<file path="src/sv/bbc_pkg.sv">
// shared types and constants of the block buffer cache tag table
// no dependencies; imported by every module of the block
`default_nettype none

package bbc_pkg;

    // table geometry
    localparam int ENTRIES = 64;
    localparam int IDX_W   = $clog2(ENTRIES);
    localparam int CNT_W   = IDX_W + 1;

    // beat widths
    localparam int S_DATA_W = 80;
    localparam int M_DATA_W = 56;

    // item kinds
    localparam logic KIND_ACQUIRE = 1'b0;
    localparam logic KIND_RELEASE = 1'b1;

    // result status codes
    localparam logic [1:0] ST_OK          = 2'd0;
    localparam logic [1:0] ST_NO_FREE     = 2'd1;
    localparam logic [1:0] ST_BAD_RELEASE = 2'd2;

    localparam logic [7:0] REF_MAX = 8'hFF;

    // one table entry as stored in the memory
    typedef struct packed {
        logic [7:0]  tag_device;
        logic [31:0] tag_block;
        logic [7:0]  ref_count;
        logic [31:0] last_use;
    } entry_t;

    // result fields, last field in the lowest bits
    typedef struct packed {
        logic [31:0] out_block;
        logic [7:0]  out_device;
        logic        needs_writeback;
        logic        needs_fetch;
        logic [5:0]  slot;
        logic [1:0]  status;
    } result_t;

    // table port requests from the sequencer
    typedef struct packed {
        logic             rd_en;
        logic [IDX_W-1:0] rd_addr;
        logic             wr_en;
        logic [IDX_W-1:0] wr_addr;
    } tbl_req_t;

    // compare unit verdict for one entry
    typedef struct packed {
        logic hit;
        logic better;
    } cmp_res_t;

endpackage

`default_nettype wire

</file>
<file path="src/sv/bbc_cmp.sv">
// shared compare unit: tag match and oldest-unreferenced test for one entry
// depends on bbc_pkg
`default_nettype none

module bbc_cmp
    import bbc_pkg::*;
(
    input  wire logic        occ,
    input  wire entry_t      entry,
    input  wire logic [7:0]  key_device,
    input  wire logic [31:0] key_block,
    input  wire logic        have_best,
    input  wire logic [31:0] best_stamp,
    output cmp_res_t         res
);

    always_comb begin
        res.hit    = occ && (entry.tag_device == key_device) &&
                     (entry.tag_block == key_block);
        // strict less keeps the lowest index on equal stamps
        res.better = (entry.ref_count == 8'd0) &&
                     (!have_best || (entry.last_use < best_stamp));
    end

endmodule

`default_nettype wire

</file>
<file path="config.mk">
export PLATFORM = sky130hd
export DESIGN_NAME = bbc_cmp
export DESIGN_NICKNAME = d
export VERILOG_FILES = /design/src/sv/bbc_pkg.sv /design/src/sv/bbc_cmp.sv
export SDC_FILE = /design/constraint.sdc
export NUM_CORES = 1
export LEC_CHECK = 0
export ABC_AREA = 1
export BUFFER_PORTS_ARGS = -buffer_cell sky130_fd_sc_hd__buf_4
export CORE_ASPECT_RATIO = 0.5
export CORE_MARGIN = 1.5
export CORE_UTILIZATION = 33
export DETAILED_ROUTE_END_ITERATION = 6
export PLACE_DENSITY = 0.81
export SYNTH_ARGS = -nofsm -noshare
export SYNTH_HDL_FRONTEND = slang
export SYNTH_SLANG_ARGS = --single-unit
</file>
<file path="constraint.sdc">
create_clock -name vclk -period 1.54
set_input_delay 0.308 -clock vclk [all_inputs]
set_output_delay 0.308 -clock vclk [all_outputs]
set_load 0.1 [all_outputs]
</file>
Yosys cells after proc, flatten, opt, wreduce, memory -nomap -nowiden
Cells that the tools add are included.

word-level totals
  output and inout bits = 2
  flip-flop bits (word level) = 0

operators by class
  eq/ne operators = 2
  reduce and logical (&&, ||, !) cells = 6
  order comparisons = 1

operators with widths
  cell               number
  $eq 32x32->1       1
  $lt 32x32->1       1
  $eq 8x8->1         1
  $logic_not 8->1    1
  $logic_and 1x1->1  3
  $logic_not 1->1    1
  $logic_or 1x1->1   1

Depth between registers and ports, before layout
  depth after elaboration = 3
  gate-level depth with buffers = 13

Least setup slack after synthesis
OpenSTA, ideal clock, no wires.

  kind = input to output
  start = input port best_stamp[5]
  end = output port res[0] (netlist bit)
  stages on the path = 11
  slack = -1.352 ns
  path buffers = 0
  arrival = 2.584 ns
  cell sequence = inv_1 -> ha_1 -> a21oi_1 -> nor2_1 -> nor3_1 -> nand2_1 -> nand2_1 -> nand2_1 -> nand2_1 -> nand2_1 -> a21oi_1

RTL lines
  element      RTL line       source
  from (decl)  bbc_cmp.sv:13  input wire logic [31:0] best_stamp,
  to (decl)    bbc_cmp.sv:14  output cmp_res_t res

==> results.cfg <==
[sta]
max_slew.worst_pin.slew_ps = 249.7
setup-tns-final_ps = -640.0
hold_viol_final = 0
setup_viol = 2
maxSlewViolCount = 0
fin_crit_sh_pct = 128.1
finalWorstPathRequiredPeriod_ps = 1973
max_slew_margin_pct = 83.20
max_freq_ghz = 0.5068
final.setup.worst_slack_ps = -433.3
unrepaired_setup_endpoints_after_global_routing = true

[logic_synthesis]
yosys-top-cells-count = sky130_fd_sc_hd__inv_1, sky130_fd_sc_hd__nand2_1, sky130_fd_sc_hd__ha_1
sequential_area_share_after_synthesis_pct = 0
yosys_warnings = 0
net_count_synth = 430
post_synth.cell_area_avg_um2 = 5.740
synthDistinctLibCells = 23
synth_area_mm2 = 0.001406
synth.area.top_cells = sky130_fd_sc_hd__ha_1, sky130_fd_sc_hd__inv_1, sky130_fd_sc_hd__nand2_1
yosys.cell_count.top_type = sky130_fd_sc_hd__inv_1
synth.largest_area_cell = sky130_fd_sc_hd__ha_1
synthCells = 245
synth_top_area_share_pct = 27.58

[pwr]
clock_power_share_pct = 0
seq_power_share_pct = 0
irDropWorstVdd_mv = 0.1232
p_int_uw = 460.2
power.switching_fraction_pct = 39.45
finalPower_uw = 760.0
cellLeakagePower_nw = 1.684
power.combinational.fraction_pct = 100.0
switchingPower_uw = 299.9
power.density_cell_area_mw_per_mm2 = 250.5

[detailed_routing]
drt_first_iter_violations = 40
vias_per_cell = 4.648
routed_wl_um = 5505
detail_route.first_pass.iterations = 4
detail_route.wl_per_cell_um = 12.02
total_via_count_after_detailed_routing = 2129
antenna_violating_nets_post_route = 0
drcViolationCount = 0

[setup_path]
timing.critical_path.from_type = primary input
critical_path_peak_fanout = 2
cp.required_ps = 1230
cp-startpoint = best_stamp[11]
arrival_ps = 1670
worstSetupPathType = primary input to output port
timing.critical_path.to_type = output port

[global_route]
grt-busiest-layer = met2
grt_overflow_total = 0
globalRouteMet3Util_pct = 1.090
grt_start_max_net_pins = 3
grt_pass1_vias = 2121
global_route.usage.met2_pct = 48.35
met1_usage_in_global_routing_pct = 19.46
grt_antenna_before_repair = 0
global_route_wire_length_before_repair_um = 8128
globalRouteTotalUtil_pct = 20.90

[final_layout]
utilization_pct = 76.16
finish.net_count = 591
syn2layout_area_growth_pct = 115.7
area.sequential_um2 = 0
layout.sequential_cells = 0
final_layout_size_suffix_gt1_share_pct = 53.47
antennaDiodeCount = 0
postLayoutCellArea_mm2 = 0.003034
count_of_clock_net_buffers_in_the_final_layout = 0

[job]
cap_viol_max_count = 0

[placed_design]
placement.cell_area_mm2 = 0.002725
hpwlAfterDp_um = 4574
io_buffers = 156
gp_congestion = 0.8277

[floorplan]
die_w_um = 95.32
io_pins = 156
core-area_mm2 = 0.003984
number_of_core_rows = 16
initial_core_utilization_pct = 35.30
floorplan.die_area_mm2 = 0.004686
die-height_um = 49.16

[worst_hold_path]
min-delay-path-class = primary input to output port
worst_hold_startpoint = have_best

[cts]
cts_hold_repair.buffers = 0

[outcome]
failed_checks = negative setup slack
status = finished, violations left
path summary, 6_finish.rpt:
kind / endpoint / slack, ps / depth (start not counted)
max: res[0] / -430 / 12
min: res[0] / 920 / 3
worst max-delay path, cell delays in order:
cell                      delay [ps]
sky130_fd_sc_hd__buf_4            80
sky130_fd_sc_hd__inv_1            50
sky130_fd_sc_hd__ha_4            270
sky130_fd_sc_hd__nand2_1          80
sky130_fd_sc_hd__buf_4           140
sky130_fd_sc_hd__nor3_1          190
sky130_fd_sc_hd__nand2_1         100
sky130_fd_sc_hd__nand2_1          80
sky130_fd_sc_hd__nand2_1          60
sky130_fd_sc_hd__nand2_2          90
sky130_fd_sc_hd__a21oi_4          60
sky130_fd_sc_hd__buf_12          160
power groups by stage:
stage	Sequential [mW]	Clock (mW)	Combinational, mW
2_1_floorplan	0	0	0.265
3_3_place_gp	0	0	0.621
3_5_place_dp	0	0	0.646
4_1_cts	0	0	0.675
5_1_grt	0	0	0.842
6_report	0	0	0.760
per-stage QoR:
stage / cells / worst slack (ps) / hold WS (ps)
after floorplan: 245 / -467.1 / 777.6
after global placement: 458 / -506.2 / 970.5
after detailed placement: 458 / -565.9 / 972.3
after CTS: 458 / -374.2 / 924.1
after global routing: 458 / -481.5 / 920.9
final: 458 / -433.3 / 915.3
logic make-up (layout without fill, tap and decap cells):
group	Yosys count	count (layout)	share of synthesized area, %
xor gates and xnor gates	11	11	6.850
adders and majority gates	31	31	27.58
buffers and inverters	66	225	17.62
and+or+nand+nor	89	89	26.96
AOI/OAI and AO/OA	48	48	21.00
placed cells by master, fill, tap and decap left out, types with 3 or more instances in the layout:
master,instances
sky130_fd_sc_hd__a21oi_1,3
sky130_fd_sc_hd__ha_1,14
sky130_fd_sc_hd__o21ai_0,7
sky130_fd_sc_hd__nand2_2,6
sky130_fd_sc_hd__nor4_1,3
sky130_fd_sc_hd__buf_6,6
sky130_fd_sc_hd__inv_2,10
sky130_fd_sc_hd__o21ai_1,5
sky130_fd_sc_hd__xor2_1,10
sky130_fd_sc_hd__o22ai_1,8
sky130_fd_sc_hd__inv_1,52
sky130_fd_sc_hd__nand2_1,42
sky130_fd_sc_hd__nor2_1,24
sky130_fd_sc_hd__a21oi_2,11
sky130_fd_sc_hd__ha_4,16
sky130_fd_sc_hd__buf_4,151
sky130_fd_sc_hd__inv_4,3
sky130_fd_sc_hd__a22o_1,8
final cells by class:
type	instances	area, um2
Tap cell	54	67.56
Timing Repair Buffer	159	1241
Inverter	66	260.3
Fill cell	322	949.7
Multi-Input combinational cell	179	1465
per-layer routing:
layer / vias up / share of wire (%)
li1: 1108 / -
met1: 949 / 34
met2: 66 / 59
met3: 6 / 6.1
met4: 0 / 1.1
met5: - / 0
repair_timing:
item | CTS | global route
cloned | 0 | 0
buffers inserted | 0 | 0
endpoints found under the setup margin | 2 | 2
pin swaps | 20 | 21
hold endpoints to repair | 0 | 0
resized for setup | 24 | 41
(Power assumes the default switching activity.)
